<file path="config.mk">
export PLATFORM = sky130hd
export DESIGN_NAME = sm3_hash_stream
export DESIGN_NICKNAME = d
export VERILOG_FILES = /design/src/sm3_pkg.sv /design/src/sm3_datapath.sv /design/src/sm3_control.sv /design/src/sm3_hash_stream.sv
export SDC_FILE = /design/constraint.sdc
export NUM_CORES = 2
export LEC_CHECK = 0
export BUFFER_PORTS_ARGS = -buffer_cell sky130_fd_sc_hd__buf_4
export CAP_MARGIN = 10
export CORE_MARGIN = 5
export CORE_UTILIZATION = 60
export CTS_BUF_LIST = sky130_fd_sc_hd__clkbuf_2 sky130_fd_sc_hd__clkbuf_4 sky130_fd_sc_hd__clkbuf_8
export DETAILED_ROUTE_END_ITERATION = 10
export PLACE_DENSITY = 0.76
export SYNTH_ARGS = -nofsm -noshare
export SYNTH_HDL_FRONTEND = slang
export SYNTH_SLANG_ARGS = --single-unit
</file>
<file path="constraint.sdc">
create_clock -name clock -period 32 [get_ports clock]
set_input_delay 4.8 -clock clock [delete_from_list [all_inputs] [get_ports clock]]
set_output_delay 4.8 -clock clock [all_outputs]
set_load 0.1 [all_outputs]
</file>
<file path="src/sm3_pkg.sv">
// SM3 stream hash: shared constants, command/status types and round helpers.
// No dependencies.
package sm3_pkg;

   localparam int unsigned WordWidth  = 32;
   localparam int unsigned BlockWords = 16;
   localparam int unsigned RoundCount = 64;

   localparam logic [31:0] T_LOW  = 32'h79cc4519;
   localparam logic [31:0] T_HIGH = 32'h7a879d8a;
   localparam logic [7:0]  PAD_BYTE = 8'h80;

   localparam logic [255:0] IV_VALUE = {
      32'h7380166f, 32'h4914b2b9, 32'h172442d7, 32'hda8a0600,
      32'ha96f30bc, 32'h163138aa, 32'he38dee4d, 32'hb0fb0e4e};

   // Byte-source codes for the block buffer write.
   localparam logic [1:0] SRC_MSG  = 2'd0;
   localparam logic [1:0] SRC_PAD  = 2'd1;
   localparam logic [1:0] SRC_ZERO = 2'd2;

   typedef struct packed {
      logic       put_byte;     // write one byte at fill position
      logic [1:0] byte_src;
      logic       count_byte;   // bump message length
      logic       put_len;      // write bit length into words 14, 15
      logic       start_comp;   // load round regs from chain, round 0
      logic       round_step;   // one round
      logic       chain_fold;   // chain ^= round regs
      logic       reset_msg;    // chain to IV, fill and length counters to zero
   } cmd_type;

   typedef struct packed {
      logic [5:0] fill;
      logic       last_round;
   } status_type;

   function automatic logic [31:0] rotl(input logic [31:0] x, input logic [4:0] n);
      logic [63:0] d;
      d = {x, x} << n;
      return d[63:32];
   endfunction

   function automatic logic [31:0] perm0(input logic [31:0] x);
      return x ^ rotl(x, 5'd9) ^ rotl(x, 5'd17);
   endfunction

   function automatic logic [31:0] perm1(input logic [31:0] x);
      return x ^ rotl(x, 5'd15) ^ rotl(x, 5'd23);
   endfunction

endpackage

</file>
<file path="src/sm3_datapath.sv">
// SM3 datapath: block buffer, 16-word expansion window, round registers, chain.
// Depends on sm3_pkg.
module sm3_datapath (
   input  logic               clock,
   input  logic               reset,
   input  sm3_pkg::cmd_type   cmd,
   input  logic [7:0]         msg_byte,
   output sm3_pkg::status_type status,
   output logic [255:0]       chain
);
   import sm3_pkg::*;

   logic [31:0]  blk_ff [BlockWords];
   logic [31:0]  win_ff [BlockWords];
   logic [31:0]  win_in [BlockWords];
   logic [255:0] chain_ff, chain_in;
   logic [31:0]  rr_ff [8];
   logic [31:0]  rr_in [8];
   logic [5:0]   fill_ff, fill_in;
   logic [5:0]   round_ff, round_in;
   logic [60:0]  total_ff, total_in;
   logic [7:0]   wbyte;
   logic [31:0]  w_new, wj, wj4, tj, a12, ss1, ss2, ff_v, gg_v, tt1, tt2;
   logic [63:0]  bits;

   assign bits = {total_ff, 3'b000};

   always_comb begin
      case (cmd.byte_src)
         SRC_MSG: wbyte = msg_byte;
         SRC_PAD: wbyte = PAD_BYTE;
         default: wbyte = 8'h00;
      endcase
   end

   // next expansion word from the sliding window (win[0] is w[j])
   assign w_new = perm1(win_ff[0] ^ win_ff[7] ^ rotl(win_ff[13], 5'd15))
                  ^ rotl(win_ff[3], 5'd7) ^ win_ff[10];
   assign wj  = win_ff[0];
   assign wj4 = win_ff[4];
   assign tj  = (round_ff < 6'd16) ? rotl(T_LOW, round_ff[4:0]) : rotl(T_HIGH, round_ff[4:0]);
   assign a12 = rotl(rr_ff[0], 5'd12);
   assign ss1 = rotl(a12 + rr_ff[4] + tj, 5'd7);
   assign ss2 = ss1 ^ a12;
   always_comb begin
      if (round_ff < 6'd16) begin
         ff_v = rr_ff[0] ^ rr_ff[1] ^ rr_ff[2];
         gg_v = rr_ff[4] ^ rr_ff[5] ^ rr_ff[6];
      end else begin
         ff_v = (rr_ff[0] & rr_ff[1]) | (rr_ff[0] & rr_ff[2]) | (rr_ff[1] & rr_ff[2]);
         gg_v = (rr_ff[4] & rr_ff[5]) | (~rr_ff[4] & rr_ff[6]);
      end
   end
   assign tt1 = ff_v + rr_ff[3] + ss2 + (wj ^ wj4);
   assign tt2 = gg_v + rr_ff[7] + ss1 + wj;

   always_comb begin
      for (int i = 0; i < 8; i++) rr_in[i] = rr_ff[i];
      for (int i = 0; i < BlockWords; i++) win_in[i] = win_ff[i];
      chain_in = chain_ff;
      fill_in  = fill_ff;
      round_in = round_ff;
      total_in = total_ff;
      if (cmd.put_byte) fill_in = fill_ff + 6'd1;
      if (cmd.put_len)  fill_in = 6'd0;
      if (cmd.count_byte) total_in = total_ff + 61'd1;
      if (cmd.start_comp) begin
         for (int i = 0; i < 8; i++) rr_in[i] = chain_ff[255 - 32*i -: 32];
         for (int i = 0; i < BlockWords; i++) win_in[i] = blk_ff[i];
         round_in = 6'd0;
      end else if (cmd.round_step) begin
         rr_in[3] = rr_ff[2];
         rr_in[2] = rotl(rr_ff[1], 5'd9);
         rr_in[1] = rr_ff[0];
         rr_in[0] = tt1;
         rr_in[7] = rr_ff[6];
         rr_in[6] = rotl(rr_ff[5], 5'd19);
         rr_in[5] = rr_ff[4];
         rr_in[4] = perm0(tt2);
         for (int i = 0; i < BlockWords - 1; i++) win_in[i] = win_ff[i + 1];
         win_in[BlockWords - 1] = w_new;
         round_in = round_ff + 6'd1;
      end
      if (cmd.chain_fold) begin
         for (int i = 0; i < 8; i++)
            chain_in[255 - 32*i -: 32] = chain_ff[255 - 32*i -: 32] ^ rr_ff[i];
      end
      if (cmd.reset_msg) begin
         chain_in = IV_VALUE;
         fill_in  = 6'd0;
         total_in = '0;
      end
   end

   always_ff @(posedge clock) begin
      if (reset) begin
         chain_ff <= IV_VALUE;
         fill_ff  <= 6'd0;
         total_ff <= '0;
         round_ff <= 6'd0;
      end else begin
         chain_ff <= chain_in;
         fill_ff  <= fill_in;
         total_ff <= total_in;
         round_ff <= round_in;
      end
   end

   always_ff @(posedge clock) begin
      for (int i = 0; i < 8; i++) rr_ff[i] <= rr_in[i];
      for (int i = 0; i < BlockWords; i++) win_ff[i] <= win_in[i];
      if (cmd.put_byte)
         blk_ff[fill_ff[5:2]][8*(3 - fill_ff[1:0]) +: 8] <= wbyte;
      if (cmd.put_len) begin
         blk_ff[14] <= bits[63:32];
         blk_ff[15] <= bits[31:0];
      end
   end

   assign status.fill       = fill_ff;
   assign status.last_round = (round_ff == 6'(RoundCount - 1));
   assign chain             = chain_ff;
endmodule

</file>
<file path="src/sm3_control.sv">
// SM3 controller: accepts bytes, sequences padding, compressions and digest output.
// Depends on sm3_pkg.
module sm3_control (
   input  logic                clock,
   input  logic                reset,
   input  logic                req_valid,
   output logic                req_stall,
   input  logic                byte_valid,
   input  logic                end_of_msg,
   input  sm3_pkg::status_type status,
   output sm3_pkg::cmd_type    cmd,
   output logic                rsp_valid,
   input  logic                rsp_stall,
   output logic [1:0]          part_index
);
   import sm3_pkg::*;

   localparam logic [2:0] ST_IDLE  = 3'd0;
   localparam logic [2:0] ST_PAD   = 3'd1;
   localparam logic [2:0] ST_LOAD  = 3'd2;
   localparam logic [2:0] ST_ROUND = 3'd3;
   localparam logic [2:0] ST_FOLD  = 3'd4;
   localparam logic [2:0] ST_OUT   = 3'd5;
   localparam logic [2:0] ST_LEN   = 3'd6;

   logic [2:0] state_ff, state_in;
   logic       fin_ff, fin_in;     // message is finishing
   logic       lenw_ff, lenw_in;   // length written: next fold ends message
   logic [1:0] part_ff, part_in;
   logic       padcont_ff, padcont_in; // padding started: a fold goes back to pad
   logic       acc;

   assign req_stall = (state_ff != ST_IDLE);
   assign acc = req_valid && !req_stall;
   assign rsp_valid = (state_ff == ST_OUT);
   assign part_index = part_ff;

   always_comb begin
      cmd = '0;
      state_in = state_ff;
      fin_in = fin_ff;
      lenw_in = lenw_ff;
      part_in = part_ff;
      unique case (state_ff)
         ST_IDLE: begin
            if (acc) begin
               if (byte_valid) begin
                  cmd.put_byte = 1'b1;
                  cmd.byte_src = SRC_MSG;
                  cmd.count_byte = 1'b1;
               end
               fin_in = end_of_msg;
               lenw_in = 1'b0;
               if (byte_valid && status.fill == 6'd63) state_in = ST_LOAD;
               else if (end_of_msg) state_in = ST_PAD;
            end
         end
         ST_PAD: begin
            // 0x80 then zeros to word 14 (or to block end if already at byte 56 or beyond)
            cmd.put_byte = 1'b1;
            cmd.byte_src = (fin_ff) ? SRC_PAD : SRC_ZERO;
            fin_in = 1'b0;
            if (status.fill == 6'd63) state_in = ST_LOAD;
            else if (status.fill == 6'd55) state_in = ST_LEN;
         end
         ST_LEN: begin
            cmd.put_len = 1'b1;
            lenw_in = 1'b1;
            state_in = ST_LOAD;
         end
         ST_LOAD: begin
            cmd.start_comp = 1'b1;
            state_in = ST_ROUND;
         end
         ST_ROUND: begin
            cmd.round_step = 1'b1;
            if (status.last_round) state_in = ST_FOLD;
         end
         ST_FOLD: begin
            cmd.chain_fold = 1'b1;
            if (lenw_ff) begin
               part_in = 2'd0;
               state_in = ST_OUT;
            end else if (fin_ff) state_in = ST_PAD;
            // after a data block: idle; after a block in which padding began: more pad
            else state_in = (padcont_ff) ? ST_PAD : ST_IDLE;
         end
         ST_OUT: begin
            if (!rsp_stall) begin
               part_in = part_ff + 2'd1;
               if (part_ff == 2'd3) begin
                  cmd.reset_msg = 1'b1;
                  lenw_in = 1'b0;
                  state_in = ST_IDLE;
               end
            end
         end
         default: state_in = ST_IDLE;
      endcase
   end

   always_comb begin
      padcont_in = padcont_ff;
      if (state_ff == ST_IDLE && acc) padcont_in = 1'b0;
      if (state_ff == ST_PAD) padcont_in = 1'b1;
   end

   always_ff @(posedge clock) begin
      if (reset) begin
         state_ff   <= ST_IDLE;
         fin_ff     <= 1'b0;
         lenw_ff    <= 1'b0;
         part_ff    <= 2'd0;
         padcont_ff <= 1'b0;
      end else begin
         state_ff   <= state_in;
         fin_ff     <= fin_in;
         lenw_ff    <= lenw_in;
         part_ff    <= part_in;
         padcont_ff <= padcont_in;
      end
   end
endmodule

</file>
<file path="src/sm3_hash_stream.sv">
// SM3 stream hash top level: controller plus datapath.
// Depends on sm3_pkg, sm3_control, sm3_datapath.
//
// Takes a message one byte per transaction (req_byte_valid low with
// req_end_of_msg high ends a message without adding a byte). A byte is
// accepted while req_stall is low; the 64th byte of a block starts a
// compression (load, 64 rounds on one shared round unit, fold into the
// chain) during which req_stall is high. On end of message the block writes
// padding one byte per cycle up to byte 56 (or 64 plus a second block),
// the length, compresses, and then offers the digest as four rsp
// transactions, part 0 first, each two big-endian words. The chain then
// returns to the IV.
module sm3_hash_stream (
   input  logic        clock,
   input  logic        reset,
   input  logic        req_valid,
   output logic        req_stall,
   input  logic [7:0]  req_msg_byte,
   input  logic        req_byte_valid,
   input  logic        req_end_of_msg,
   output logic        rsp_valid,
   input  logic        rsp_stall,
   output logic [63:0] rsp_digest_part,
   output logic [1:0]  rsp_part_index,
   output logic        rsp_last_part
);
   import sm3_pkg::*;

   cmd_type      cmd;
   status_type   status;
   logic [255:0] chain;

   sm3_control u_ctrl (
      .clock, .reset, .req_valid, .req_stall,
      .byte_valid (req_byte_valid),
      .end_of_msg (req_end_of_msg),
      .status, .cmd, .rsp_valid, .rsp_stall,
      .part_index (rsp_part_index)
   );

   sm3_datapath u_dp (
      .clock, .reset, .cmd,
      .msg_byte (req_msg_byte),
      .status, .chain
   );

   // part k holds chain words 2k and 2k+1
   assign rsp_digest_part = chain[255 - 64*rsp_part_index -: 64];
   assign rsp_last_part   = (rsp_part_index == 2'd3);
endmodule

</file>
Yosys cells after proc, flatten, opt, wreduce, memory -nomap -nowiden

Memories as Yosys holds them, arrays and structs flattened.
Cells that the tools add are included.

Memories kept: 3
Bits in latches: 0
Memory bits (writable): 1280
Logic and storage cells: 151
Register bits after elaboration: 337
Memory bits (read-only): 0
Output and inout bits: 69
Input bits: 14

Reduce and logical (&&, ||, !) cells: 19
Magnitude comparators: 1
Muxes and demuxes: 50
Eq/ne operators: 18
Shifts and indexed selects: 5
$add $sub $neg: 15
Bitwise logic cells: 31
Div/mod/pow operators: 0
Multiply operators: 0

Memories:

| name        | depth | bits a word | read ports | clocked after memory_dff | wr ports | RTL line           | source |
|---|---|---|---|---|---|---|---|
| u_dp.blk_ff | 16    | 32          | 16         | 0                        | 2        | sm3_datapath.sv:13 | `logic [31:0] blk_ff [BlockWords];` |
| u_dp.win_ff | 16    | 32          | 16         | 0                        | 16       | sm3_datapath.sv:14 | `logic [31:0] win_ff [BlockWords];` |
| u_dp.rr_ff  | 8     | 32          | 8          | 0                        | 8        | sm3_datapath.sv:17 | `logic [31:0] rr_ff [8];` |

Operators by type and width:

| kind                      | count |
|---|---|
| $mux W512                 | 2 |
| $xor A32 B32 Y32          | 22 |
| $mux W256                 | 2 |
| $shiftx A319 B33 Y64      | 1 |
| $add A32 B32 Y32          | 8 |
| $mux W32                  | 6 |
| $and A32 B32 Y32          | 5 |
| $shl A63 B5 Y64 const A   | 2 |
| $or A32 B32 Y32           | 3 |
| $add A61 B1 Y61 const B   | 1 |
| $neg A32 Y34              | 1 |
| $shift A8 B34 Y32 const A | 1 |
| $shiftx A8 B34 Y32        | 1 |
| $not A32 Y32              | 1 |
| $reduce_or A32 Y1         | 1 |
| $mux W3                   | 10 |
| $pmux W3 S7               | 1 |
| $eq A6 B6 Y1 const B      | 3 |
| $mux W1                   | 18 |
| $pmux W8 S2               | 1 |
| $add A6 B1 Y6 const B     | 2 |
| $mux W4                   | 3 |
| $eq A3 B3 Y1 const B      | 3 |
| $sub A8 B8 Y9 const A     | 1 |
| other kinds (28)          | 40 |

Longest topological paths before layout

An unclocked memory read counts as a cell.

Depth after elaboration: 12
Gate-level depth with buffers: 42
Depth with buffers taken out: 39

Modules after synthesis

A second synthesis with hierarchy kept.

Cells, all modules: 6149
Area, all modules: 78662.9 µm²

Modules (own cells, without submodules):

| module          | sequential area each (µm²) | times used | area an instance (µm²) | cells an instance |
|---|---|---|---|---|
| sm3_datapath    | 44993.2                    | 1          | 76502.1                | 5986 |
| sm3_hash_stream | 0.0                        | 1          | 1556.5                 | 79 |
| sm3_control     | 160.2                      | 1          | 604.3                  | 84 |

Worst setup path before layout

No wires, ideal clock.

Kind: reg2reg
From: register u_ctrl.state_ff[1]
To: memory u_dp.win_ff[0][0] (data pin)
Buffers on the path: 3
Clock period less this slack: 26784 ps
Arrival: 26531 ps
Path slack: 5216 ps
Cell stages (with the launch flop): 8
Setup time: 253 ps
Required time: 31747 ps
Cell sequence: dfxtp_1 > nor2b_1 > clkbuf_1 > nand2_1 > buf_6 > clkbuf_1 > nand2_1 > nand2_1

RTL lines:

| element                | RTL line           | source |
|---|---|---|
| start, declared        | sm3_control.sv:26  | `logic [2:0] state_ff, state_in;` |
| start signal, assigned | sm3_control.sv:116 | `state_ff <= state_in;` |
| end, declared          | sm3_datapath.sv:14 |  |

==> flow_results.org <==
** Outcome
- Result of the run :: complete, no violations

** Logic synthesis
- Top cell types by occurrence after synthesis :: sky130_fd_sc_hd__nand2_1, sky130_fd_sc_hd__edfxtp_1, sky130_fd_sc_hd__nor2_1
- During synthesis, Yosys emitted a total of 0 warnings.
- Yosys attributes the largest share of cell area to sky130_fd_sc_hd__edfxtp_1, sky130_fd_sc_hd__nand2_1, sky130_fd_sc_hd__dfxtp_1, sky130_fd_sc_hd__fa_1, sky130_fd_sc_hd__xnor2_1.
- Mean post-synth cell area :: 10.6 sq um
- Dominant register cell in the synthesized netlist :: sky130_fd_sc_hd__edfxtp_1
- Syn Std Cell Area :: 78700 sq um
- Register area share after synthesis :: 0.574
- Number of flip-flops and latches in the synthesized netlist :: 1617
- Cell with the most instances after synthesis :: sky130_fd_sc_hd__nand2_1
- Area fraction of the dominant cell type after synthesis :: 0.487
- Count of flip-flops with a built-in enable after synthesis :: 1277
- Share of synthesized flip-flops with an asynchronous set or reset :: 0
- Synth unique cells :: 89
- In the synthesized netlist, the number of instances is 7410.
- Synthesized net count :: 7717
- The largest total area in the synthesized netlist belongs to sky130_fd_sc_hd__edfxtp_1.

** CTS
- Post CTS Setup Buffer Count :: 0
- Register clock-pin slew on the reported worst setup and hold paths :: 0.06 ns
- Clock tree synthesis inserted a total of 282 buffers.
- TritonCTS built the clock tree.
- The clock net in this run drives a total of 1617 sinks.
- Post-CTS repair changed the size of 0 cells.
- Cell at the root of the clock tree :: sky130_fd_sc_hd__clkbuf_8
- CTS H-Tree Depth :: 5
- Counting along the longest clock path gives a buffer depth of 4.
- CTS Hold Bufs :: 0
- Clock latency on the worst-skew pair, taken at its later pin, is 1.01 ns.

** Critical path
- In this run the worst path has a maximum fanout of 29.
- Worst EP required :: 32.69 ns
- CP Data Arrival Time :: 11.04 ns
- On the critical path the largest part of the delay comes from compound AO/OA/AOI/OAI gates.
- For this run, the slowest stage of the critical path takes 0.67 ns.
- The worst setup path is of the reg -> reg kind.
- Worst Setup Start Kind :: flip-flop
- The largest individual stage delay along the critical path comes from the cell sky130_fd_sc_hd__a41oi_1.
- Number of buffer and inverter instances along the worst setup path :: 3
- STA classifies the critical path endpoint as a flip-flop.
- The setup check on the worst reg-to-reg path leaves a slack of 21.65 ns.

** Die
- Floorplan Core Area :: 130000 sq um
- The die covers 139000 sq um.
- Row Count :: 132
- Io pins :: 83
- Die width :: 372 microns
- Measured along the y axis, the die boundary spans 372 microns.
- The initial utilization of the core area, before any placement, comes to 0.605.

** Placed design
- GP Congestion :: 1.01
- Count of input and output buffers :: 82
- Once placement finished, the instance area stood at 80900 sq um.
- Detailed-placement wirelength estimate :: 187000 microns

** Timing
- Final critical-path required period :: 10.35 ns
- The number of slew-limit violations in the final report is 0.
- Accumulated negative setup slack :: 0 ns
- Worst clock skew on the final layout :: 0.0898 ns
- Endpoints failing setup :: 0
- Derived from the worst setup path, the maximum achievable clock frequency is 96.6 MHz.
- Final Hold Viols :: 0
- Ratio of final minimum period to clock period :: 0.323
- Setup repair after global routing left no endpoint under its margin.
- Worst slew margin relative to its limit :: 0.138
- Pin slew with the least headroom to its limit :: 1.28 ns

** Global route
- The total overflow left after global routing is 0.
- Initial antenna violation count :: 8
- Global-route wire length before repair :: 371000 microns
- Via count of the first global-routing pass :: 54295
- Total Routing Usage GR :: 0.372
- Maximum number of pins on one net before global-route repair :: 223

** Drt
- Number of nets still failing antenna checks after routing :: 0
- The routed design has 258000 microns of wire.
- In the routed layout, each cell is associated on average with a via count of 6.02.
- Drt first pass iters :: 8
- Number of vias in the routed layout :: 56929
- Dividing the detail-routed wire length by the instance count gives 27.3 microns.
- In this run, the number of DRC markers left after iteration 0 of detailed routing was 7857.
- For this run, design rule violations remaining after detail routing come to 0.

** Finish
- Relative to the synthesized area, the layout overhead comes to 9.59%.
- The finished cells cover 86200 sq um.
- After the last flow step, the layout net total stands at 7820.
- Share of cells above drive strength 1 :: 0.0958

** Min path
- Hold crit path type :: reg -> reg

** Flow run
- Number of max-cap violations :: 0
-- tightest hold or removal path, stage by stage, from the launching register on --
cell                       delay [ns]
sky130_fd_sc_hd__edfxtp_1        0.32
sky130_fd_sc_hd__nand2_1         0.05
sky130_fd_sc_hd__nand2_1         0.05
-- per-stage QoR --
step                      setup WS, ns   util  instances  hold slack (ns)
after global placement           21.72  0.622       8966            0.452
after floorplan                   5.22      -       7410            0.437
after global routing             20.97  0.664       9448            0.461
after detailed placement         21.64  0.622       8966            0.459
final                            21.65  0.664       9450            0.461
after CTS                        21.65  0.663       9441            0.461
-- layer usage --
layer  share of wire  track usage  wire, microns  up-vias
met1            0.37        0.482          94900    27697
met5         0.00012            0             31        -
met3            0.10       0.0845          26300      682
met4           0.090        0.275          23200        4
met2            0.44        0.553         114000     3308
li1                -            -              -    25238
-- sequential cells by signal, summed over array words and instances (netlist names) --
name	flops
u_ctrl.state_ff	3
u_dp.total_ff	61
u_dp.chain	256
u_ctrl.part_index	2
u_ctrl.padcont_ff	1
u_dp.round_ff	6
u_dp.win_ff	512
u_dp.rr_ff	256
u_ctrl.lenw_ff	1
u_dp.blk_ff	512
u_dp.fill_ff	6
u_ctrl.fin_ff	1
-- path summary, 6_finish.rpt --
kind,cells past startpoint,from,end
worst max-delay path,34,u_dp.round_ff[5],u_dp.rr_ff[0][20]
worst min-delay path,2,u_dp.blk_ff[2][21],u_dp.win_ff[2][21]
worst max register to register,34,u_dp.round_ff[5],u_dp.rr_ff[0][20]
worst min register to register,2,u_dp.blk_ff[2][21],u_dp.win_ff[2][21]
-- cell type report --
type,count,area [sq um]
tap,1742,2180
inverter,317,1190
clock buffer,407,4990
clock inverter,68,322
timing repair buffer,169,1350
sequential,1617,45200
multi-input combinational,5126,31000
antenna,4,10.0
fill,9884,43700
-- cells by family (layout without fill, tap and decap cells) --
group                      after synthesis  in the layout  synth area share
DFF                                   1617           1617             0.574
AOI/OAI and AO/OA                      916            916            0.0674
xor gates and xnor gates               633            633            0.0722
and+or+nand+nor                       3127           3127             0.159
muxes                                  157            157            0.0304
other                                    0              4                 0
buffers and inverters                  667            961            0.0325
adders and majority gates              293            293            0.0645
-- cells in the final DEF (no fill, tap or decap), types with 44 or more instances in the layout --
cell and n:
sky130_fd_sc_hd__a21oi_1 277, sky130_fd_sc_hd__nand2_1 2351, sky130_fd_sc_hd__o21ai_0 404, sky130_fd_sc_hd__mux4_2 64, sky130_fd_sc_hd__mux2i_1 77, sky130_fd_sc_hd__nand3_1 56, sky130_fd_sc_hd__dfxtp_1 337, sky130_fd_sc_hd__nor2_1 440
sky130_fd_sc_hd__clkbuf_8 311, sky130_fd_sc_hd__fa_1 188, sky130_fd_sc_hd__ha_1 105, sky130_fd_sc_hd__xor2_1 274, sky130_fd_sc_hd__xnor2_1 349, sky130_fd_sc_hd__a21o_1 44, sky130_fd_sc_hd__inv_1 316, sky130_fd_sc_hd__edfxtp_1 1277
sky130_fd_sc_hd__and3_1 140, sky130_fd_sc_hd__buf_4 160, sky130_fd_sc_hd__clkinv_1 44, sky130_fd_sc_hd__clkbuf_4 98
Power is not shown: default switching activity piles up to over one toggle a cycle in this logic, so the estimate is an artifact.
